**src/ddvw_pkg.sv**
```systemverilog
// ddvw_pkg: widths, constants, status and register codes, shared payload types
// for the differential drive wheel count pipeline
// no dependencies
package ddvw_pkg;

    // configuration register widths and port sizes
    localparam int CPR_W      = 16;
    localparam int DIAM_W     = 20;
    localparam int TRACK_W    = 21;
    localparam int PERIOD_W   = 10;
    localparam int LIMIT_W    = 31;
    localparam int CFG_IDX_W  = 3;
    localparam int CFG_DATA_W = 31;

    // item fields
    localparam int SPEED_W  = 16;
    localparam int TARGET_W = 32;
    localparam int STATUS_W = 2;

    // internal datapath widths
    localparam int BASE_W   = 39;  // 2 * speed in nm/s and turn * track
    localparam int SUM_W    = 40;
    localparam int MAG_W    = 37;  // magnitude of twice the wheel speed
    localparam int SCALE_W  = 26;  // cpr * period
    localparam int PROD_W   = 63;  // magnitude * scale
    localparam int DEN_W    = 73;  // 2 * pi_q30 * diameter * 10^6
    localparam int LIMDEN_W = 104; // limit * den
    localparam int QUO_W    = 31;
    localparam int REM_W    = DEN_W;
    localparam int Q_SHIFT  = 30;

    // constants
    localparam logic [21:0] NM2_PER_MM = 22'd2000000;
    localparam logic [52:0] DEN_K      = 53'd6746518852000000; // 2 * pi_q30 * 10^6

    // status codes
    localparam logic [STATUS_W-1:0] STATUS_OK   = 2'd0;
    localparam logic [STATUS_W-1:0] STATUS_BAD  = 2'd1;
    localparam logic [STATUS_W-1:0] STATUS_OVER = 2'd2;

    // register indexes
    localparam logic [CFG_IDX_W-1:0] REG_CPR    = 3'd0;
    localparam logic [CFG_IDX_W-1:0] REG_DIAM   = 3'd1;
    localparam logic [CFG_IDX_W-1:0] REG_TRACK  = 3'd2;
    localparam logic [CFG_IDX_W-1:0] REG_PERIOD = 3'd3;
    localparam logic [CFG_IDX_W-1:0] REG_LIMIT  = 3'd4;

    typedef struct packed {
        logic [TRACK_W-1:0]  track;
        logic [SCALE_W-1:0]  scale;
        logic [DEN_W-1:0]    den;
        logic [LIMDEN_W-1:0] limden;
        logic                bad;
    } t_cfg;

    typedef struct packed {
        logic [REM_W-1:0] rem;
        logic [QUO_W-1:0] quo;
        logic             nb;    // next dividend bit to shift in
        logic             neg;
        logic             over;
    } t_wheel;

    typedef struct packed {
        t_wheel l;
        t_wheel r;
    } t_div;

endpackage

```
**src/ddvw_div_step.sv**
```systemverilog
// ddvw_div_step: one restoring division step for both wheels, registered
// depends on ddvw_pkg
module ddvw_div_step import ddvw_pkg::*; (
    input  logic             i_clk,
    input  logic             i_rst_n,
    input  logic [DEN_W-1:0] i_den,
    input  logic             i_valid,
    output logic             o_stall,
    input  t_div             i_data,
    output logic             o_valid,
    input  logic             i_stall,
    output t_div             o_data
);

    logic r_valid;
    t_div r_data;

    function automatic t_wheel div_step(t_wheel w, logic [DEN_W-1:0] den);
        logic [REM_W:0] trial;
        t_wheel         res;
        trial  = {w.rem, w.nb};
        res    = w;
        res.nb = 1'b0;
        if (trial >= {1'b0, den}) begin
            res.rem = REM_W'(trial - {1'b0, den});
            res.quo = {w.quo[QUO_W-2:0], 1'b1};
        end else begin
            res.rem = trial[REM_W-1:0];
            res.quo = {w.quo[QUO_W-2:0], 1'b0};
        end
        return res;
    endfunction

    assign o_stall = r_valid & i_stall;

    always_ff @(posedge i_clk) begin
        if (!o_stall) begin
            r_data.l <= div_step(i_data.l, i_den);
            r_data.r <= div_step(i_data.r, i_den);
        end
    end

    always_ff @(posedge i_clk) begin
        if (!i_rst_n) begin
            r_valid <= 1'b0;
        end else if (!o_stall) begin
            r_valid <= i_valid;
        end
    end

    assign o_valid = r_valid;
    assign o_data  = r_data;

endmodule

```
**config.mk**
```make
export PLATFORM = sky130hd
export DESIGN_NAME = ddvw_div_step
export DESIGN_NICKNAME = d
export VERILOG_FILES = /design/src/ddvw_pkg.sv /design/src/ddvw_div_step.sv
export SDC_FILE = /design/constraint.sdc
export NUM_CORES = 1
export LEC_CHECK = 0
export BUFFER_PORTS_ARGS = -buffer_cell sky130_fd_sc_hd__buf_4
export CAP_MARGIN = 20
export CORE_AREA = 2 2 198 200
export CTS_CLUSTER_SIZE = 25
export DETAILED_ROUTE_END_ITERATION = 12
export DIE_AREA = 0 0 200 202
export MAX_ROUTING_LAYER = met4
export PLACE_DENSITY = 0.73
export SLEW_MARGIN = 5
export SYNTH_ARGS = -nofsm -noshare
export SYNTH_HDL_FRONTEND = slang
export SYNTH_SLANG_ARGS = --single-unit
```
**constraint.sdc**
```tcl
create_clock -name i_clk -period 6.6 [get_ports i_clk]
set_input_delay 0 -clock i_clk [delete_from_list [all_inputs] [get_ports i_clk]]
set_output_delay 0 -clock i_clk [all_outputs]
set_load 0.01 [all_outputs]
```
## Word-level counts from Yosys, hierarchy flattened

Cells that the tools add are included.

- Flip-flop bits (word level): 213
- Output and inout bits: 216
- Word-level logic and storage cells: 16

- $add $sub $neg: 2
- Magnitude comparators: 2
- Mux-type cells: 2
- Bitwise operators: 1

Operators by type and width:

| operator | count |
|---|---|
| $mux 104 | 2 |
| $ge 74x73->1 | 2 |
| $sub 73x73->73 | 2 |
| $and 1x1->1 | 1 |

## Depth between registers and ports, before layout

- Word-level depth: 2
- Mapped depth: 17
- Depth with buffers taken out: 15

## Worst setup path before layout

Ideal clock, no wire load.

- Kind: register to register
- From: register r_valid, in the netlist o_valid
- To: register r_valid, in the netlist o_valid
- Arrival: 5.869 ns
- Required time: 6.479 ns
- Slack: 0.611 ns
- Cell stages (with the launch flop): 4
- Path buffers: 0
- Clock period less this slack: 5.989 ns
- Cells stage by stage: dfxtp_1 nand2_1 inv_1 o21a_1

- Word-level cells in the longest chain between the ends: 1

Ends and longest elaborated chain:

| what | RTL line | RTL |
|---|---|---|
| start, declared | ddvw_div_step.sv:15 | `logic r_valid;` |
| start signal, assigned | ddvw_div_step.sv:47 | `r_valid <= i_valid;` |
| $and 1x1->1 | ddvw_div_step.sv:34 | `assign o_stall = r_valid & i_stall;` |
| net o_stall | ddvw_div_step.sv:8 | `output logic o_stall,` |

The timed path passes the listed nets, and every way through them passes these cells.
A chain may end at the register's enable or synchronous reset.

## Worst setup path after layout

- From: input i_data[56] (netlist bit)
- To: register r_data (netlist bit o_data[34]) (data pin)

- Word-level cells in the longest chain between the ends: 2

Ends and longest elaborated chain:

| what | RTL line | RTL |
|---|---|---|
| start, declared | ddvw_div_step.sv:9 | `input t_div i_data,` |
| $ge 74x73->1 | ddvw_div_step.sv:24 | `if (trial >= {1'b0, den}) begin` |
| $mux 104 | ddvw_div_step.sv:24 |  |
| end, declared | ddvw_div_step.sv:16 | `t_div r_data;` |

Every way passes these cells.

==> flow_metrics.tcl <==
set metrics [dict create \
    synth_cells 1886 \
    largest_family_of_logic_cells_by_synthesized_area "compound AO/OA/AOI/OAI gates" \
    finalClockSkew_ns 0.01720 \
    finalNetCount 2979 \
    synth-simple-area-share 0.1347 \
    routed_wire_length_per_instance_um 22.91 \
    clkSlewWorstSetupHoldPaths_ns 0.07 \
    portBuffers 502 \
    core_um2 38290 \
    floorplan.die_area_um2 40400 \
    final_layout_size_suffix_gt1_frac 0.2735 \
    number_of_antenna_violations_at_the_first_check_in_global_routing 7 \
    cp_startpoint_kind "input pin" \
    grt_first_pass_wirelength_um 103300 \
    setup.reg_to_reg.worst_slack_ns 4.30 \
    cts.path.max_buffers 3 \
    finalHoldViolCount 0 \
    totalWireLength_um 70670 \
    skew_pair_late_insertion_delay_ns 0.58 \
    post_synth_main_area_contributors "edfxtp_1, ha_1, mux2_2" \
    worst_hold_path_type "input pin to flip-flop" \
    fp-row-count 72 \
    clock_tree.root_cell "clkbuf_16" \
    max-vdd-ir-drop_mv 0.1504 \
    r2r_cells 5 \
    endpoint_kind "flip-flop" \
    route.vias.total 17980 \
    grt_pass1_vias 17690 \
    grt_start_max_net_pins 132 \
    initial_core_util 0.4668 \
    drt-initial-drc-count 1478 \
    r2r-start "o_valid" \
    cts_post_setup_buffers_inserted 0 \
    final_cell_area_um2 24860 \
    max_cap_viol_count 0 \
    tightest_slew_ns 1.045 \
    ys_seq_elements 213 \
    gp_routability_congestion 0.9717 \
    dpl-instance-area_um2 21870 \
    cts_tree "done" \
    grt_overflow 0 \
    area_growth_pct 39.08 \
    timing.slew.headroom 0.3031 \
    critical_path.reg2reg.endpoint "o_valid" \
    cts_sinks 213 \
    grt_usage 0.3460 \
    dp_hpwl_um 54040 \
    synth_top_cell_area_share 0.3562 \
    num-fill-cells 3119 \
    num_cts_buffers 27 \
    setup-violations-final 0 \
    synth-xor-area-share 0.05979 \
    slew_viol_final 0 \
    crit_fanout 69 \
    first_pass_iters 8 \
    pin_count 507 \
    result_of_the_run "completed" \
    synth_compound_gate_area_share 0.2060 \
    synthesis.area_per_instance_um2 9.476 \
    hold_end "o_data[207]" \
    achievable-frequency_ghz 0.2046 \
    synthAdderAreaFrac 0.1045 \
    crit_required_ns 6.93 \
    power-per-cell-area_nw_per_um2 215.5 \
    syn_warnings 0 \
    yosysSeqAreaShare 0.3573 \
    synth.lib_cells_used.distinct 80 \
    report.power.total_mw 5.356 \
    synth_async_sr_flop_share 0 \
    setup.worst_path.class "input pin to flip-flop" \
    mux_cell_area_share_after_synthesis 0.08493 \
    chipWidth_um 200 \
    share_of_the_cycle_needed_by_the_critical_path_after_routing 0.7405 \
    rsz0062_at_grt "no" \
    die_height_um 202 \
    postRouteAntennaNets 0 \
    finalCoreUtilization 0.6492 \
    hp-start "i_stall" \
    yosys_most_used_dff "edfxtp_1" \
    synthDominantAreaCellType "edfxtp_1" \
    syn-cell-area_um2 17870 \
    arrival_ns 5.22 \
    route.detailed.vias_per_inst 5.831 \
    setup_tns_ns 0 \
    min_path_cells 2 \
    power.leakage_nw 11.02 \
    synth-edff-count 212 \
    ctsResizeCount 0 \
    cts.htree.levels 1 \
    period_needed_ns 4.887 \
    drcViolationCount 0 \
]
## placed cells by master (no fill, tap or decap), types with 11 or more instances in the layout
cell | netlist | routed
edfxtp_1 | 212 | 212
and3_1 | 21 | 21
o21bai_1 | 31 | 31
a31oi_1 | 23 | 23
a21o_1 | 90 | 90
o21a_1 | 21 | 21
o211ai_1 | 15 | 15
nand2_1 | 120 | 119
clkbuf_16 | 0 | 27
nor2_1 | 105 | 105
a211oi_1 | 23 | 23
o21ai_0 | 88 | 88
buf_4 | 7 | 508
dlygate4sd3_1 | 0 | 214
xnor2_1 | 77 | 77
a21oi_1 | 175 | 175
nand3_1 | 61 | 61
nand2b_1 | 15 | 15
nor3_1 | 40 | 40
mux2_2 | 108 | 108
xor2_1 | 45 | 45
ha_1 | 146 | 146
a21boi_0 | 11 | 11
nor2b_1 | 17 | 17
mux2_1 | 13 | 13
o31ai_1 | 12 | 12
nand4_1 | 52 | 52
inv_1 | 118 | 118
## through the flow
| step | cells | setup slack, ns | hold slack, ns |
|---|---|---|---|
| finish | 3084 | 1.713 | 0.06866 |
| global route | 3084 | 1.600 | 0.09045 |
| CTS | 3076 | 1.866 | 0.07840 |
| detailed placement | 2814 | 1.995 | 0.1792 |
| global placement | 2814 | 2.027 | 0.1782 |
| floorplan | 1887 | 0.6106 | 0.09887 |
## worst max path at each step
stage                    start     endpoint  slack (ns)  cells past startpoint
floorplan              o_valid      o_valid        0.61                      3
global placement     i_den[14]  o_data[185]        2.03                     15
detailed placement   i_den[14]  o_data[185]        1.99                     15
CTS                  i_data[2]   o_data[34]        1.87                     18
global route        i_data[52]   o_data[34]        1.60                     15
finish              i_data[56]   o_data[34]        1.71                     15
## worst max-delay path, cell delays in order
cell,delay [ns]
dlygate4sd3_1,0.55
buf_4,0.14
ha_1,0.47
nand4_1,0.19
nor2_1,0.26
nand2_1,0.16
a211oi_2,0.54
o2111a_1,0.29
o21bai_1,0.11
a2111o_1,0.55
a21oi_4,0.29
nor2_4,0.12
inv_4,0.74
a21oi_1,0.16
dlygate4sd3_1,0.61
## registers in the layout (all words and copies together) (netlist names)
register and flops:
o_valid 1, o_data 212
## cells by family after synthesis
kind of cell | count (synthesis)
muxes | 133
and+or+nand+nor | 486
adders and majority gates | 148
xor gates and xnor gates | 122
DFF | 213
buffers and inverters | 219
other | 1
AOI/OAI and AO/OA | 564
## synth_stat cells (all sizes together), types with 7 or more instances
| library cell | instances |
|---|---|
| o21a | 21 |
| edfxtp | 212 |
| nor3 | 40 |
| a31oi | 23 |
| mux2 | 128 |
| a21o | 90 |
| and2 | 10 |
| nand4 | 52 |
| clkbuf | 72 |
| nor2b | 17 |
| a21boi | 11 |
| and3 | 21 |
| xor2 | 45 |
| nand2b | 15 |
| nor2 | 107 |
| o211ai | 15 |
| nand3 | 61 |
| nand2 | 120 |
| buf | 27 |
| xnor2 | 77 |
| a211oi | 26 |
| o31ai | 12 |
| ha | 146 |
| o21bai | 31 |
| a21oi | 180 |
| and4 | 7 |
| nor3b | 8 |
| o21ai | 92 |
| inv | 120 |
| nor4 | 9 |
## repair_timing
| action | in CTS | in global routing |
|---|---|---|
| endpoints found under the setup margin | 0 | 0 |
| hold buffers | 214 | 0 |
| hold endpoints to repair | 211 | 0 |
## metal layers
layer  up-vias  GRT usage  routed length [um]
li1       8380          -                   -
met3       123    0.04388                5262
met5         -          -                   0
met4         0     0.1156                2263
met1      8622     0.4341               28880
met2       857     0.5760               34260
## cell type report
type / instances / area [um^2] / share of cell area
multi-input cells: 1455 / 10560 / 0.4248
flip-flops and latches: 213 / 6386 / 0.2569
repair buffers: 723 / 5976 / 0.2404
clock buffers: 28 / 679.4 / 0.02733
well taps: 518 / 648.1 / 0.02608
inverters: 120 / 452.9 / 0.01822
clock inverters: 20 / 137.6 / 0.005537
diodes: 7 / 17.52 / 0.0007048
## where the power goes
group / switching, mW / internal (mW) / total (mW)
clock: 0.651 / 0.756 / 1.41
combinational: 1.09 / 0.987 / 2.08
sequential: 0.0968 / 1.77 / 1.87
(Power assumes the default switching activity.)
