File: src/ddvw_pkg.sv
// ddvw_pkg: widths, constants, status and register codes, shared payload types
// for the differential drive wheel count pipeline
// no dependencies
package ddvw_pkg;

    // configuration register widths and port sizes
    localparam int CPR_W      = 16;
    localparam int DIAM_W     = 20;
    localparam int TRACK_W    = 21;
    localparam int PERIOD_W   = 10;
    localparam int LIMIT_W    = 31;
    localparam int CFG_IDX_W  = 3;
    localparam int CFG_DATA_W = 31;

    // item fields
    localparam int SPEED_W  = 16;
    localparam int TARGET_W = 32;
    localparam int STATUS_W = 2;

    // internal datapath widths
    localparam int BASE_W   = 39;  // 2 * speed in nm/s and turn * track
    localparam int SUM_W    = 40;
    localparam int MAG_W    = 37;  // magnitude of twice the wheel speed
    localparam int SCALE_W  = 26;  // cpr * period
    localparam int PROD_W   = 63;  // magnitude * scale
    localparam int DEN_W    = 73;  // 2 * pi_q30 * diameter * 10^6
    localparam int LIMDEN_W = 104; // limit * den
    localparam int QUO_W    = 31;
    localparam int REM_W    = DEN_W;
    localparam int Q_SHIFT  = 30;

    // constants
    localparam logic [21:0] NM2_PER_MM = 22'd2000000;
    localparam logic [52:0] DEN_K      = 53'd6746518852000000; // 2 * pi_q30 * 10^6

    // status codes
    localparam logic [STATUS_W-1:0] STATUS_OK   = 2'd0;
    localparam logic [STATUS_W-1:0] STATUS_BAD  = 2'd1;
    localparam logic [STATUS_W-1:0] STATUS_OVER = 2'd2;

    // register indexes
    localparam logic [CFG_IDX_W-1:0] REG_CPR    = 3'd0;
    localparam logic [CFG_IDX_W-1:0] REG_DIAM   = 3'd1;
    localparam logic [CFG_IDX_W-1:0] REG_TRACK  = 3'd2;
    localparam logic [CFG_IDX_W-1:0] REG_PERIOD = 3'd3;
    localparam logic [CFG_IDX_W-1:0] REG_LIMIT  = 3'd4;

    typedef struct packed {
        logic [TRACK_W-1:0]  track;
        logic [SCALE_W-1:0]  scale;
        logic [DEN_W-1:0]    den;
        logic [LIMDEN_W-1:0] limden;
        logic                bad;
    } t_cfg;

    typedef struct packed {
        logic [REM_W-1:0] rem;
        logic [QUO_W-1:0] quo;
        logic             nb;    // next dividend bit to shift in
        logic             neg;
        logic             over;
    } t_wheel;

    typedef struct packed {
        t_wheel l;
        t_wheel r;
    } t_div;

endpackage

File: src/ddvw_back.sv
// ddvw_back: rounding stage and output register with status and sign
// depends on ddvw_pkg
module ddvw_back import ddvw_pkg::*; (
    input  logic                i_clk,
    input  logic                i_rst_n,
    input  t_cfg                i_cfg,
    input  logic                i_valid,
    output logic                o_stall,
    input  t_div                i_data,
    output logic                o_valid,
    input  logic                i_stall,
    output logic [TARGET_W-1:0] o_left,
    output logic [TARGET_W-1:0] o_right,
    output logic [STATUS_W-1:0] o_status
);

    logic                r1_v, r2_v;
    logic                s1, s2;
    logic [TARGET_W-1:0] r1_rnd_l, r1_rnd_r;
    logic                r1_neg_l, r1_neg_r, r1_over;
    logic [TARGET_W-1:0] r2_left, r2_right;
    logic [STATUS_W-1:0] r2_status;

    logic                up_l, up_r;
    logic [STATUS_W-1:0] n_status;

    assign s2      = r2_v & i_stall;
    assign s1      = r1_v & s2;
    assign o_stall = s1;

    // half away from zero on the magnitude
    assign up_l = {i_data.l.rem, 1'b0} >= {1'b0, i_cfg.den};
    assign up_r = {i_data.r.rem, 1'b0} >= {1'b0, i_cfg.den};

    always_ff @(posedge i_clk) begin
        if (!s1) begin
            r1_rnd_l <= TARGET_W'(i_data.l.quo) + TARGET_W'(up_l);
            r1_rnd_r <= TARGET_W'(i_data.r.quo) + TARGET_W'(up_r);
            r1_neg_l <= i_data.l.neg;
            r1_neg_r <= i_data.r.neg;
            r1_over  <= i_data.l.over | i_data.r.over;
        end
    end

    always_comb begin
        priority if (i_cfg.bad) begin
            n_status = STATUS_BAD;
        end else if (r1_over) begin
            n_status = STATUS_OVER;
        end else begin
            n_status = STATUS_OK;
        end
    end

    always_ff @(posedge i_clk) begin
        if (!s2) begin
            r2_status <= n_status;
            if (n_status != STATUS_OK) begin
                r2_left  <= '0;
                r2_right <= '0;
            end else begin
                r2_left  <= r1_neg_l ? -r1_rnd_l : r1_rnd_l;
                r2_right <= r1_neg_r ? -r1_rnd_r : r1_rnd_r;
            end
        end
    end

    always_ff @(posedge i_clk) begin
        if (!i_rst_n) begin
            r1_v <= 1'b0;
            r2_v <= 1'b0;
        end else begin
            if (!s1) r1_v <= i_valid;
            if (!s2) r2_v <= r1_v;
        end
    end

    assign o_valid  = r2_v;
    assign o_left   = r2_left;
    assign o_right  = r2_right;
    assign o_status = r2_status;

endmodule

File: config.mk
export PLATFORM = sky130hd
export DESIGN_NAME = ddvw_back
export DESIGN_NICKNAME = d
export VERILOG_FILES = /design/src/ddvw_pkg.sv /design/src/ddvw_back.sv
export SDC_FILE = /design/constraint.sdc
export NUM_CORES = 1
export LEC_CHECK = 0
export ABC_AREA = 1
export BUFFER_PORTS_ARGS = -buffer_cell sky130_fd_sc_hd__buf_2
export CORE_MARGIN = 4
export CORE_UTILIZATION = 25
export CTS_CLUSTER_DIAMETER = 40
export DETAILED_ROUTE_END_ITERATION = 7
export PLACE_DENSITY = 0.55
export SLEW_MARGIN = 20
export SYNTH_ARGS = -nofsm -noshare
export SYNTH_HDL_FRONTEND = slang
export SYNTH_SLANG_ARGS = --single-unit
File: constraint.sdc
create_clock -name i_clk -period 5.93 [get_ports i_clk]
set_input_delay 1.779 -clock i_clk [delete_from_list [all_inputs] [get_ports i_clk]]
set_output_delay 1.779 -clock i_clk [all_outputs]
set_load 0.02 [all_outputs]
# Word-level counts from Yosys, hierarchy flattened
# Cells that the tools add are included.
[totals] output_inout_bits=68 input_bits=443 regBits=135 elab_cells=24
[classes] order_cmp=2 reduce_logical=1 add_sub_neg=4 n_mux=4 bitwise=3
[ops] cell="greater-or-equal comparator 74 x 73 -> 1 bit" n=2
[ops] cell="adder 31 x 1 -> 32 bit" n=2
[ops] cell="2-to-1 mux 32 bit" n=2
[ops] cell="negation 32 bit" n=2
[ops] cell="2-to-1 mux 2 bit" n=2
[ops] cell="AND 1 bit" n=2
[ops] cell="nonzero test 2 bit" n=1
[ops] cell="OR 1 bit" n=1

# Longest topological paths before layout
[depth] depth_word=3 mapped_depth=23

# Worst setup path before layout
# OpenSTA, ideal clock, no wires.
[synth_path] path_type="input -> register" from="in i_stall" to="reg r1_neg_l (enable)" n_path_buf=0 required_time_ns=5.509 arrival_ns=5.128 slack_ns=0.381 cell_stages=3 setup_time_ns=0.421 path_cell_list="nand2_1 > nor2_1 > inv_1"
[synth_between] elab_chain_len=2
[synth_lines] element="from (decl)" line="ddvw_back.sv:11" rtl="input logic i_stall,"
[synth_lines] element="AND 1 bit" line="ddvw_back.sv:27" rtl="assign s2 = r2_v & i_stall;"
[synth_lines] element="AND 1 bit" line="ddvw_back.sv:28" rtl="assign s1 = r1_v & s2;"
[synth_lines] element="via o_stall" line="ddvw_back.sv:8" rtl="output logic o_stall,"
[synth_lines] element="to (signal assigned)" line="ddvw_back.sv:39" rtl="r1_neg_l <= i_data.l.neg;"
[synth_lines] element="to (decl)" line="ddvw_back.sv:20" rtl="logic r1_neg_l, r1_neg_r, r1_over;"
# The timed path passes the listed nets, and every way through them passes these cells.
# A chain may end at the register's enable or synchronous reset.

# Worst setup path in the final report
[layout_path] from="in i_cfg[118] (netlist bit)" to="reg r1_rnd_l[29], data pin"
[layout_between] elab_chain_len=2
[layout_lines] element="from (decl)" line="ddvw_back.sv:6" rtl="input t_cfg i_cfg,"
[layout_lines] element="greater-or-equal comparator 74 x 73 -> 1 bit" line="ddvw_back.sv:32" rtl="assign up_l = {i_data.l.rem, 1'b0} >= {1'b0, i_cfg.den};"
[layout_lines] element="adder 31 x 1 -> 32 bit" line="ddvw_back.sv:37" rtl="r1_rnd_l <= TARGET_W'(i_data.l.quo) + TARGET_W'(up_l);"
[layout_lines] element="to (signal assigned)" line="ddvw_back.sv:37"
[layout_lines] element="to (decl)" line="ddvw_back.sv:19" rtl="logic [TARGET_W-1:0] r1_rnd_l, r1_rnd_r;"
# Every way passes these cells.

==> flow_summary.toml <==
[run_status]
run_status = "complete, no violations"

[grt]
grt_pass1_wl_um = 59400
grt_max_degree = 68
overflow = 0
grt_antenna_before_repair = 19
grt_usage_pct = 15.1
grt_pass1_vias = 10902

[drt]
wirelength_um = 38800
drc = 0
drtIter0Drc = 676
vias = 11317
final_antenna_net_count = 0
wl_per_cell_um = 15.4
vias_per_cell = 4.48
first_pass_iters = 5

[synthesis]
syn_nets = 2130
yosysWarnings = 0
synth_edf_count = 133
synth-seq-cells = 135
synth_top_family_by_area = "simple AND/OR/NAND/NOR gates"
synth-seq-area-share_pct = 35.0
yosysUniqueCellTypes = 36
synth_xor_area_share_pct = 4.03
synth_area_per_cell_um2 = 7.51
ys.flop_type = "edfxtp_1"
syn_inst = 1535
synth-simple-area-share_pct = 28.2
muxShareOfSynthArea_pct = 0
synthAdderAreaFrac_pct = 16.5
synth_compound_area_share_pct = 8.15
netlist_area_mm2 = 0.0115
synthArstFlopShare_pct = 0

[clocking]
clockBufferDepth = 2
holdBufCountCts = 0
cts_resized = 0
cts_setup_buffers = 0
cts_sinks = 135
cts-buffers-inserted = 17
clock_latency_ps = 430
htree_levels = 4
clk_pin_slew_ps = 60
cts_tree = "done"
root_buffer = "clkbuf_16"

[critical_path]
worstSetupPathType = "primary input to register"
cp_num_cells = 22
crit_family = "simple AND/OR/NAND/NOR gates"
reg2reg_depth = 4
end_kind = "register"
critPathMaxStageDelay_ps = 360
critPathLaunchType = "primary input"
worstPathArrival_ps = 4710
crit_required_ps = 6120
crit_path_cell_trace = "buf_2 > inv_1 > ha_1 > nand2_1 > nor2_1 > nand2_1 > nor2_1 > nand2_1 > nor2_1 > nand2_1 > nand2_1 > nor2_1 > nand3_1 > ha_1 > nand2_1 > nor2_2 > nand2_1 > nor2_2 > nand2_1 > nor2_2 > nand4_1 > xnor2_1"
critPathMaxFanout = 5
crit_top_cell = "nand2_1"
worst-path-buf-inv = 2
slowest_stage = "nor2_1"

[sta]
fin_crit_ps = 4520
fmax_ghz = 0.221
finalHoldViolCount = 0
rsz0062_at_grt = "false"
relSlewSlack_pct = 46.0
slew_viol_final = 0
tns_ps = 0
setup_violations = 0
worst_pin_slew_ps = 810
fin_crit_sh_pct = 76.2
skew_ps = 9.05

[die]
chipWidth_um = 223
die_h_um = 223
io_pins = 511
die_area_mm2 = 0.0496
row_count = 78
core_mm2 = 0.0455
start_util_pct = 25.3

[pwr]
p_leak_uw = 0.00744
p_total_uw = 2740
ir_worst_vdd_v = 0.000198
cellPowerDensity_mw_per_mm2 = 187

[placed_design]
numPortBuffers = 357
gp_congestion = 0.945
dpl.hpwl_um = 34300

[layout]
drive_above_1_share_pct = 22.1
nNetsFinal = 2497
areaGrowthSynthToFinish_pct = 26.9

[flow_run]
maxCapViolCount = 0

[min_path]
min_path_type = "register to register"
hold_path_depth = 2
## routing by layer
metal / global-route usage [%] / vias up / wire (µm)
met2: 26.1 / 393 / 18700
met5: 0 / - / 96
met1: 18.5 / 5033 / 16400
met4: 5.77 / 16 / 1150
met3: 3.14 / 61 / 2410
li1: - / 5814 / -
## where the power goes
| group | leakage, µW | switching [µW] | internal, µW |
|---|---|---|---|
| Clock | 0.000257 | 420 | 543 |
| Combinational | 0.00568 | 386 | 241 |
| Sequential | 0.00150 | 34.2 | 1110 |
| Total | 0.00744 | 839 | 1900 |
## layout by cell type, fill, tap and decap left out, types with 4 or more instances in the layout
master,count
and3_1,5
xnor2_1,26
edfxtp_1,133
buf_4,5
nand3_1,68
nand2_1,372
nand4_1,26
nand2_2,5
xor2_1,27
clkbuf_16,17
nor3_2,5
nor2_2,10
inv_1,231
inv_6,6
o21a_1,11
or2_2,4
clkinvlp_4,4
ha_1,152
a21oi_1,107
nor3_1,48
a21o_1,7
nand3b_1,4
o21ai_0,42
diode_2,10
nor2_1,215
buf_2,357
## worst paths after layout
path	startpoint	endpoint	slack, ps
worst min-delay path	r1_v	o_valid	500
worst max-delay path	i_cfg[118]	r1_rnd_l[29]	1410
worst min register to register	r1_v	o_valid	500
worst max register to register	r1_over	o_left[2]	3710
## area by class of cell
class / instances / area [µm²]
Multi-Input combinational cell: 1151 / 6560
Clock buffer: 18 / 429
Inverter: 235 / 882
Fill cell: 4930 / 30900
Sequential cell: 135 / 4030
Tap cell: 600 / 751
Antenna cell: 10 / 25.0
Clock inverter: 14 / 116
Timing Repair Buffer: 362 / 1820
## worst min-delay path, cell delays in order, from the launching register on
cell	delay, ps
dfxtp_1	300
inv_1	60
a21boi_0	80
## synthesized netlist by cell type, types with 5 or more instances
cell | n | area, µm²
nor2_2 | 9 | 56.3
a21o_1 | 7 | 52.6
nand3_1 | 68 | 340
xnor2_1 | 26 | 228
inv_1 | 232 | 871
edfxtp_1 | 133 | 3990
nand4_1 | 26 | 163
nor3_1 | 48 | 240
nor3_2 | 5 | 50.1
o21a_1 | 11 | 82.6
nand2_1 | 373 | 1400
xor2_1 | 27 | 236
o21ai_0 | 42 | 210
clkbuf_1 | 8 | 30.0
a21oi_1 | 107 | 536
and3_1 | 5 | 31.3
ha_1 | 152 | 1900
nor2_1 | 216 | 811
## registers in the layout, indices dropped and copies added, names as in the netlist
signal	cells
r1_v	1
r1_neg_l	1
o_valid	1
r1_rnd_l	32
o_left	32
r1_rnd_r	32
r1_over	1
o_right	32
r1_neg_r	1
o_status	2
## metrics by stage
stage                     std cells  utilization [%]  setup WS, ps  hold slack, ps  instance area [µm²]
after floorplan                1535                -           381             444                11500
after global placement         2483             30.9           922             451                14100
after detailed placement       2483             30.9           904             483                14100
after CTS                      2515             32.1          1380             503                14600
after global routing           2523             32.1          1050             525                14600
final                          2525             32.2          1410             497                14600
## cells by family (layout without fill, tap and decap cells)
group,Yosys count,after routing
compound gates,175,175
xor+xnor,53,53
fa+ha+maj,152,152
buf+inv,249,629
flops,135,135
other cells,0,10
simple gates,771,771
Power figures use the tool's default switching activity.
