**config.mk**
```make
export PLATFORM = sky130hd
export DESIGN_NAME = ddvw_cfg
export DESIGN_NICKNAME = d
export VERILOG_FILES = /design/src/ddvw_pkg.sv /design/src/ddvw_cfg.sv
export SDC_FILE = /design/constraint.sdc
export NUM_CORES = 2
export LEC_CHECK = 0
export ABC_CLOCK_PERIOD_IN_PS = 21100
export BUFFER_PORTS_ARGS = -buffer_cell sky130_fd_sc_hd__buf_4
export CAP_MARGIN = 10
export CORE_MARGIN = 4
export CORE_UTILIZATION = 59
export CTS_BUF_LIST = sky130_fd_sc_hd__clkbuf_8
export CTS_CLUSTER_SIZE = 10
export DETAILED_ROUTE_END_ITERATION = 8
export PLACE_DENSITY = 0.77
export SLEW_MARGIN = 40
export SYNTH_ARGS = -nofsm -noshare
export SYNTH_HDL_FRONTEND = slang
export SYNTH_SLANG_ARGS = --single-unit
```
**constraint.sdc**
```tcl
create_clock -name i_clk -period 21.1 [get_ports i_clk]
set_input_delay 2.11 -clock i_clk [delete_from_list [all_inputs] [get_ports i_clk]]
set_output_delay 2.11 -clock i_clk [all_outputs]
set_load 0.02 [all_outputs]
```
**src/ddvw_pkg.sv**
```systemverilog
// ddvw_pkg: widths, constants, status and register codes, shared payload types
// for the differential drive wheel count pipeline
// no dependencies
package ddvw_pkg;

    // configuration register widths and port sizes
    localparam int CPR_W      = 16;
    localparam int DIAM_W     = 20;
    localparam int TRACK_W    = 21;
    localparam int PERIOD_W   = 10;
    localparam int LIMIT_W    = 31;
    localparam int CFG_IDX_W  = 3;
    localparam int CFG_DATA_W = 31;

    // item fields
    localparam int SPEED_W  = 16;
    localparam int TARGET_W = 32;
    localparam int STATUS_W = 2;

    // internal datapath widths
    localparam int BASE_W   = 39;  // 2 * speed in nm/s and turn * track
    localparam int SUM_W    = 40;
    localparam int MAG_W    = 37;  // magnitude of twice the wheel speed
    localparam int SCALE_W  = 26;  // cpr * period
    localparam int PROD_W   = 63;  // magnitude * scale
    localparam int DEN_W    = 73;  // 2 * pi_q30 * diameter * 10^6
    localparam int LIMDEN_W = 104; // limit * den
    localparam int QUO_W    = 31;
    localparam int REM_W    = DEN_W;
    localparam int Q_SHIFT  = 30;

    // constants
    localparam logic [21:0] NM2_PER_MM = 22'd2000000;
    localparam logic [52:0] DEN_K      = 53'd6746518852000000; // 2 * pi_q30 * 10^6

    // status codes
    localparam logic [STATUS_W-1:0] STATUS_OK   = 2'd0;
    localparam logic [STATUS_W-1:0] STATUS_BAD  = 2'd1;
    localparam logic [STATUS_W-1:0] STATUS_OVER = 2'd2;

    // register indexes
    localparam logic [CFG_IDX_W-1:0] REG_CPR    = 3'd0;
    localparam logic [CFG_IDX_W-1:0] REG_DIAM   = 3'd1;
    localparam logic [CFG_IDX_W-1:0] REG_TRACK  = 3'd2;
    localparam logic [CFG_IDX_W-1:0] REG_PERIOD = 3'd3;
    localparam logic [CFG_IDX_W-1:0] REG_LIMIT  = 3'd4;

    typedef struct packed {
        logic [TRACK_W-1:0]  track;
        logic [SCALE_W-1:0]  scale;
        logic [DEN_W-1:0]    den;
        logic [LIMDEN_W-1:0] limden;
        logic                bad;
    } t_cfg;

    typedef struct packed {
        logic [REM_W-1:0] rem;
        logic [QUO_W-1:0] quo;
        logic             nb;    // next dividend bit to shift in
        logic             neg;
        logic             over;
    } t_wheel;

    typedef struct packed {
        t_wheel l;
        t_wheel r;
    } t_div;

endpackage

```
**src/ddvw_cfg.sv**
```systemverilog
// ddvw_cfg: configuration registers and a sequencer that derives scale,
// divisor and limit products with one shared multiplier
// depends on ddvw_pkg
module ddvw_cfg import ddvw_pkg::*; (
    input  logic                  i_clk,
    input  logic                  i_rst_n,
    input  logic                  i_cfg_we,
    input  logic [CFG_IDX_W-1:0]  i_cfg_index,
    input  logic [CFG_DATA_W-1:0] i_cfg_wdata,
    output t_cfg                  o_cfg,
    output logic                  o_busy
);

    localparam logic [2:0] OP_SCALE = 3'd0;
    localparam logic [2:0] OP_DEN0  = 3'd1;
    localparam logic [2:0] OP_DEN1  = 3'd2;
    localparam logic [2:0] OP_LD0   = 3'd3;
    localparam logic [2:0] OP_LD1   = 3'd4;
    localparam logic [2:0] OP_LD2   = 3'd5;

    localparam int DEN_SPLIT = 27;
    localparam int LD_SPLIT  = 25;

    logic [CPR_W-1:0]    r_cpr;
    logic [DIAM_W-1:0]   r_diam;
    logic [TRACK_W-1:0]  r_track;
    logic [PERIOD_W-1:0] r_period;
    logic [LIMIT_W-1:0]  r_limit;

    logic                r_busy;
    logic [2:0]          r_op;
    logic                r_phase;
    logic [63:0]         r_prod;
    logic [SCALE_W-1:0]  r_scale;
    logic [DEN_W-1:0]    r_den;
    logic [LIMDEN_W-1:0] r_limden;

    logic [31:0] mul_a;
    logic [31:0] mul_b;

    always_comb begin
        unique case (r_op)
            OP_SCALE: begin
                mul_a = 32'(r_cpr);
                mul_b = 32'(r_period);
            end
            OP_DEN0: begin
                mul_a = 32'(r_diam);
                mul_b = 32'(DEN_K[DEN_SPLIT-1:0]);
            end
            OP_DEN1: begin
                mul_a = 32'(r_diam);
                mul_b = 32'(DEN_K[52:DEN_SPLIT]);
            end
            OP_LD0: begin
                mul_a = 32'(r_limit);
                mul_b = 32'(r_den[LD_SPLIT-1:0]);
            end
            OP_LD1: begin
                mul_a = 32'(r_limit);
                mul_b = 32'(r_den[2*LD_SPLIT-1:LD_SPLIT]);
            end
            OP_LD2: begin
                mul_a = 32'(r_limit);
                mul_b = 32'(r_den[DEN_W-1:2*LD_SPLIT]);
            end
            default: begin
                mul_a = '0;
                mul_b = '0;
            end
        endcase
    end

    always_ff @(posedge i_clk) begin
        if (!i_rst_n) begin
            r_cpr    <= CPR_W'(1024);
            r_diam   <= DIAM_W'(100000);
            r_track  <= TRACK_W'(300000);
            r_period <= PERIOD_W'(1);
            r_limit  <= LIMIT_W'(10000);
            r_busy   <= 1'b1;
            r_op     <= OP_SCALE;
            r_phase  <= 1'b0;
        end else if (i_cfg_we) begin
            unique case (i_cfg_index)
                REG_CPR:    r_cpr    <= i_cfg_wdata[CPR_W-1:0];
                REG_DIAM:   r_diam   <= i_cfg_wdata[DIAM_W-1:0];
                REG_TRACK:  r_track  <= i_cfg_wdata[TRACK_W-1:0];
                REG_PERIOD: r_period <= i_cfg_wdata[PERIOD_W-1:0];
                REG_LIMIT:  r_limit  <= i_cfg_wdata[LIMIT_W-1:0];
                default: ;
            endcase
            r_busy  <= 1'b1;
            r_op    <= OP_SCALE;
            r_phase <= 1'b0;
        end else if (r_busy) begin
            r_phase <= ~r_phase;
            if (r_phase) begin
                if (r_op == OP_LD2) begin
                    r_busy <= 1'b0;
                end else begin
                    r_op <= r_op + 3'd1;
                end
            end
        end
    end

    // multiply on phase 0, accumulate on phase 1
    always_ff @(posedge i_clk) begin
        if (!r_phase) begin
            r_prod <= mul_a * mul_b;
        end else begin
            unique case (r_op)
                OP_SCALE: r_scale  <= r_prod[SCALE_W-1:0];
                OP_DEN0:  r_den    <= DEN_W'(r_prod);
                OP_DEN1:  r_den    <= r_den + (DEN_W'(r_prod) << DEN_SPLIT);
                OP_LD0:   r_limden <= LIMDEN_W'(r_prod);
                OP_LD1:   r_limden <= r_limden + (LIMDEN_W'(r_prod) << LD_SPLIT);
                OP_LD2:   r_limden <= r_limden + (LIMDEN_W'(r_prod) << (2 * LD_SPLIT));
                default: ;
            endcase
        end
    end

    assign o_cfg.track  = r_track;
    assign o_cfg.scale  = r_scale;
    assign o_cfg.den    = r_den;
    assign o_cfg.limden = r_limden;
    assign o_cfg.bad    = (r_cpr == '0) || (r_diam == '0) || (r_track == '0) ||
                          (r_period == '0) || (r_limit == '0);
    assign o_busy       = r_busy;

endmodule

```
Word-level counts from Yosys, hierarchy flattened:

Index checks and enable logic that the tools add are counted.

* reduce and logical (&&, ||, !) cells: 25
* bitwise operators: 3
* multiply operators: 1
* equal/unequal tests: 9
* muxes and demuxes: 7
* add/subtract/negate cells: 4

Operators by type and width (number)
* one-hot mux 104 bit (3 select lines): 1
* one-hot mux 26 bit (6 select lines): 1
* one-hot mux 73 bit (2 select lines): 1
* adder 104 bit: 1
* adder 104 x 89 -> 104 bit: 1
* one-hot mux 31 bit (3 select lines): 1
* adder 73 bit: 1
* multiplier 32 x 32 -> 64 bit: 1
* logical NOT 31 bit: 1
* logical NOT 21 bit: 1
* logical NOT 20 bit: 1
* logical NOT 16 bit: 1
* AND reduction 2 bit: 8
* equality test 3 x 2 -> 1 bit (second input constant): 4
* logical NOT 10 bit: 1
* equality test 3 bit (second input constant): 3
* equality test 3 x 1 -> 1 bit (second input constant): 2
* logical NOT 3 bit: 2
* logical OR 1 bit: 4
* OR reduction 2 bit: 2
* adder 3 x 1 -> 3 bit (second input constant): 1
* 2-to-1 mux 1 bit: 3
* NOT 1 bit: 3
* AND reduction 3 bit: 1
* other kinds (3): 3

* flip-flop bits (word level): 370

Logic depth before layout (Yosys ltp):

* word-level depth: 5
* depth in mapped cells: 38
* mapped depth without buffers: 32

Least setup slack after synthesis:

Ideal clock, no wire load.

* path type: reg2reg
* start point: register r_op[2]
* end point: register r_prod[58], data pin
* path slack: 12.374 ns
* path buffers: 6
* period minus slack after synthesis: 8.726 ns
* arrival time: 8.468 ns
* data required time: 20.842 ns
* stages on the path, launching flop included: 35
* cell sequence: dfxtp_1 > clkbuf_1 > inv_1 > ha_1 > clkbuf_1 > or3_1 > clkbuf_1 > clkbuf_1 > buf_1 > a22oi_1 > nor2_1 > fa_1 > fa_1 > inv_1 > fa_1 > fa_1 > inv_1 > fa_1 > fa_1 > inv_1 > fa_1 > inv_1 > ha_1 > clkbuf_1 > a21o_1 > a21o_1 > nor3_1 > o211ai_2 > a31oi_2 > o41ai_4 > a31oi_2 > o21ai_2 > nor3b_4 > a31oi_1 > xnor2_1

* cells in the longest elaborated chain, start to end: 4
* elaborated cells on any way between the ends: 11
* classes of those cells: mul (1); eq/ne (5); mux (2); reduce/logical (3)

Ends and longest elaborated chain
* start, declared: RTL line ddvw_cfg.sv:31 `logic [2:0] r_op;`
* start signal, assigned: RTL line ddvw_cfg.sv:102 `r_op <= r_op + 3'd1;`
* equality test 3 bit, or another cell as far along: RTL line ddvw_cfg.sv:42 `unique case (r_op)`
* OR reduction 3 bit (no source line) or OR reduction 2 bit (tied branches)
* one-hot mux 31 bit (3 select lines): RTL line ddvw_cfg.sv:42
* multiplier 32 x 32 -> 64 bit (*): RTL line ddvw_cfg.sv:111 `r_prod <= mul_a * mul_b;`
* end signal, assigned: RTL line ddvw_cfg.sv:111
* end, declared: RTL line ddvw_cfg.sv:33 `logic [63:0] r_prod;`

Mark *: on every way between the ends. The rest lies on a longest branch, timed or not.
A chain may end at the register's enable or synchronous reset.

Worst setup path after layout:

* start point: register r_op[2]
* end point: register r_prod[57], data pin

The elaborated chain is that of the path after synthesis.

==> impl_metrics.py <==
metrics = {
    "floorplan": {
        "ios": 263,
        "die_h_um": 296,
        "start_util": 0.595,
        "rows": 105,
        "die-area_um2": 87300,
        "die_w_um": 296,
        "core_area_um2": 82000,
    },
    "clock_tree": {
        "ctsResizeCount": 0,
        "insertion_delay_ns": 0.72,
        "cts.sink_count": 366,
        "cts.reportedPaths.clkPinSlew_ns": 0.06,
        "cts_root_buffer": "clkbuf_8",
        "cts_tree": "yes",
        "cts_made_buffers": 66,
        "postCtsSetupBuffers": 0,
        "htreeDepth": 3,
        "cts_buffer_depth": 3,
        "hold_buffers": 0,
    },
    "detailed_routing": {
        "ant_nets": 0,
        "routed_wl_um": 176000,
        "num_vias": 42600,
        "drc": 0,
        "wl_per_cell_um": 26.0,
        "drt_first_iter_violations": 4773,
        "firstDrtPassIters": 8,
        "routed_via_density": 6.31,
    },
    "timing": {
        "rsz0062_at_grt": "false",
        "relSlewSlack": 0.395,
        "hold_violations": 0,
        "finalMaxSlewViolations": 0,
        "finalSetupViolCount": 0,
        "fin_crit_ns": 10.41,
        "worstMarginPinSlew_ns": 0.907,
        "finalClockSkew_ns": 0.0661,
        "tns_ns": 0,
        "min_period_over_period": 0.493,
        "fmax_mhz": 96.1,
    },
    "worst_setup_path": {
        "crit-reg2reg-capture": "r_prod[57]$_DFFE_PN_",
        "worstPathArrival_ns": 10.83,
        "end_kind": "flip-flop",
        "crit_path_start_kind": "flip-flop",
        "critical_path_required_ns": 21.52,
        "criticalPathCategory": "reg -> reg",
        "cpPeakStageDelay_ns": 0.84,
        "reg2reg_depth": 29,
        "cp_slowest_cell": "dfxtp_1",
        "rrSetupSlack_ns": 10.69,
        "cp_max_fo": 48,
        "r2r-start": "r_op[2]$_SDFFE_PP0P_",
        "crit_top_cell": "fa_1",
    },
    "power": {
        "seq_power_share": 0.405,
        "peakVddDrop_v": 0.0000481,
        "power_density_nw_per_um2": 39.9,
        "power_frac_clock": 0.322,
        "internal_power_w": 0.00135,
        "swShare": 0.364,
        "switchingPower_w": 0.000771,
        "power.total_w": 0.00212,
        "p_leak_nw": 25.2,
        "comb_power_share": 0.273,
    },
    "place": {
        "hpwl_um": 132000,
        "place_congestion": 1.02,
        "port_buffers": 262,
    },
    "finish": {
        "nFillCells": 6945,
        "area_growth_pct": 8.94,
        "nets": 6715,
        "final_cell_mix": "nand2_1, inv_1, fa_1",
        "final_common_cell": "nand2_1",
        "drive_gt1_frac": 0.0924,
    },
    "logic_synthesis": {
        "ys_seq_elements": 366,
        "ys_top_cells_by_area": "fa_1, edfxtp_1, ha_1, nand2_1, inv_1",
        "syn-cell-area_um2": 48800,
        "synth-edff-count": 263,
        "yosysSeqAreaShare": 0.204,
        "synth_nets": 6571,
        "syn_area_per_cell_um2": 8.93,
        "yosysTopAreaCellShare": 0.287,
        "synthCells": 5465,
        "async_reset_ff_frac": 0,
        "yosysWarnings": 0,
        "synth_cell_type_count": 93,
        "yosysTopAreaCell": "fa_1",
        "ys.flop_type": "edfxtp_1",
    },
    "grt": {
        "top_usage_layer": "met2",
        "antenna_found_initial": 6,
        "use_met1": 0.517,
        "gr-usage-met3": 0.148,
        "grt_pass1_vias": 42300,
        "grtUsageTotal": 0.400,
        "grt_pass1_wl_um": 259000,
        "met2_usage": 0.592,
        "grt_max_degree": 100,
        "grt_overflow": 0,
    },
    "min_path": {
        "hp-class": "reg -> reg",
        "worstHoldStart": "r_track[2]$_SDFFE_PN0P_",
        "min_delay_path_depth": 2,
        "hold_end": "r_track[2]$_SDFFE_PN0P_",
    },
    "run": {
        "maxCapViolations": 0,
    },
    "outcome": {
        "status": "complete, no violations",
    },
}
==> metrics by stage <==
| step | cell area, µm² | cells | worst slack [ns] | util | hold WS, ns |
|---|---|---|---|---|---|
| 4_1_cts | 53100 | 6728 | 10.93 | 0.647 | 0.487 |
| 3_5_place_dp | 51800 | 6610 | 10.94 | 0.632 | 0.475 |
| 6_report | 53100 | 6739 | 10.69 | 0.648 | 0.483 |
| 2_1_floorplan | 48800 | 5465 | 12.37 | - | 0.448 |
| 5_1_grt | 53100 | 6729 | 10.40 | 0.648 | 0.507 |
| 3_3_place_gp | 51800 | 6609 | 10.99 | 0.631 | 0.468 |
==> sequential cells by signal (all words and copies together) (netlist names), 16 cells and up <==
signal,cells
r_prod,60
r_limit,31
r_den,73
r_diam,20
r_track,21
r_scale,26
r_cpr,16
r_limden,104
==> synthesized netlist by cell type (51+ instances only) <==
cell,count
nor2_1,495
a21boi_0,84
nand3_1,79
nand2_1,868
edfxtp_1,263
nor2b_1,51
and3_1,71
clkbuf_1,243
a21o_1,143
o21ai_0,163
dfxtp_1,103
a21oi_1,242
xnor2_1,113
ha_1,370
xor2_1,97
fa_1,699
inv_1,737
==> how the worst max path moves through the flow <==
stage,from,to,slack (ns),cells past startpoint
2_1_floorplan,r_op[2]$_SDFFE_PP0P_,r_prod[58]$_DFFE_PN_,12.37,34
3_3_place_gp,r_op[2]$_SDFFE_PP0P_,r_prod[57]$_DFFE_PN_,10.99,29
3_5_place_dp,r_op[2]$_SDFFE_PP0P_,r_prod[57]$_DFFE_PN_,10.94,29
4_1_cts,r_op[2]$_SDFFE_PP0P_,r_prod[57]$_DFFE_PN_,10.93,29
5_1_grt,r_op[2]$_SDFFE_PP0P_,r_prod[57]$_DFFE_PN_,10.40,29
6_report,r_op[2]$_SDFFE_PP0P_,r_prod[57]$_DFFE_PN_,10.69,29
==> power by group through the flow <==
stage	registers [W]	logic [W]	clock network, W
finish	0.000858	0.000579	0.000682
global route	0.000854	0.000620	0.000713
CTS	0.000852	0.000560	0.000684
detailed placement	0.000867	0.000556	0
global placement	0.000867	0.000549	0
floorplan	0.000839	0.000380	0
==> cell type report <==
cell class / count / area, µm² / area share
clock buffer: 71 / 977 / 0.0184
multi-input combinational: 4084 / 35100 / 0.660
sequential: 366 / 9960 / 0.187
antenna: 10 / 25.0 / 0.000471
timing repair buffer: 354 / 2680 / 0.0505
inverter: 737 / 2770 / 0.0521
clock inverter: 47 / 292 / 0.00549
tap: 1070 / 1340 / 0.0252
==> metal layers <==
metal | share of wire | vias to the layer above
li1 | - | 18200
met1 | 0.36 | 20800
met2 | 0.42 | 2863
met3 | 0.15 | 709
met4 | 0.066 | 12
met5 | 0.0020 | -
==> cells by family after synthesis <==
logic type	synth area share
xor+xnor	0.0377
buf+inv	0.0789
compound gates	0.133
mux	0.00287
simple gates	0.161
flops	0.204
fa+ha+maj	0.382
==> worst max-delay path, delay by kind of cell, from the launching register on <==
family / cells / cell delay, ns
adders and majority gates: 8 / 3.92
AOI/OAI and AO/OA: 9 / 2.64
and+or+nand+nor: 4 / 1.40
buffers and inverters: 7 / 1.18
DFF: 1 / 0.84
xor gates and xnor gates: 1 / 0.08
(Power assumes the default switching activity.)
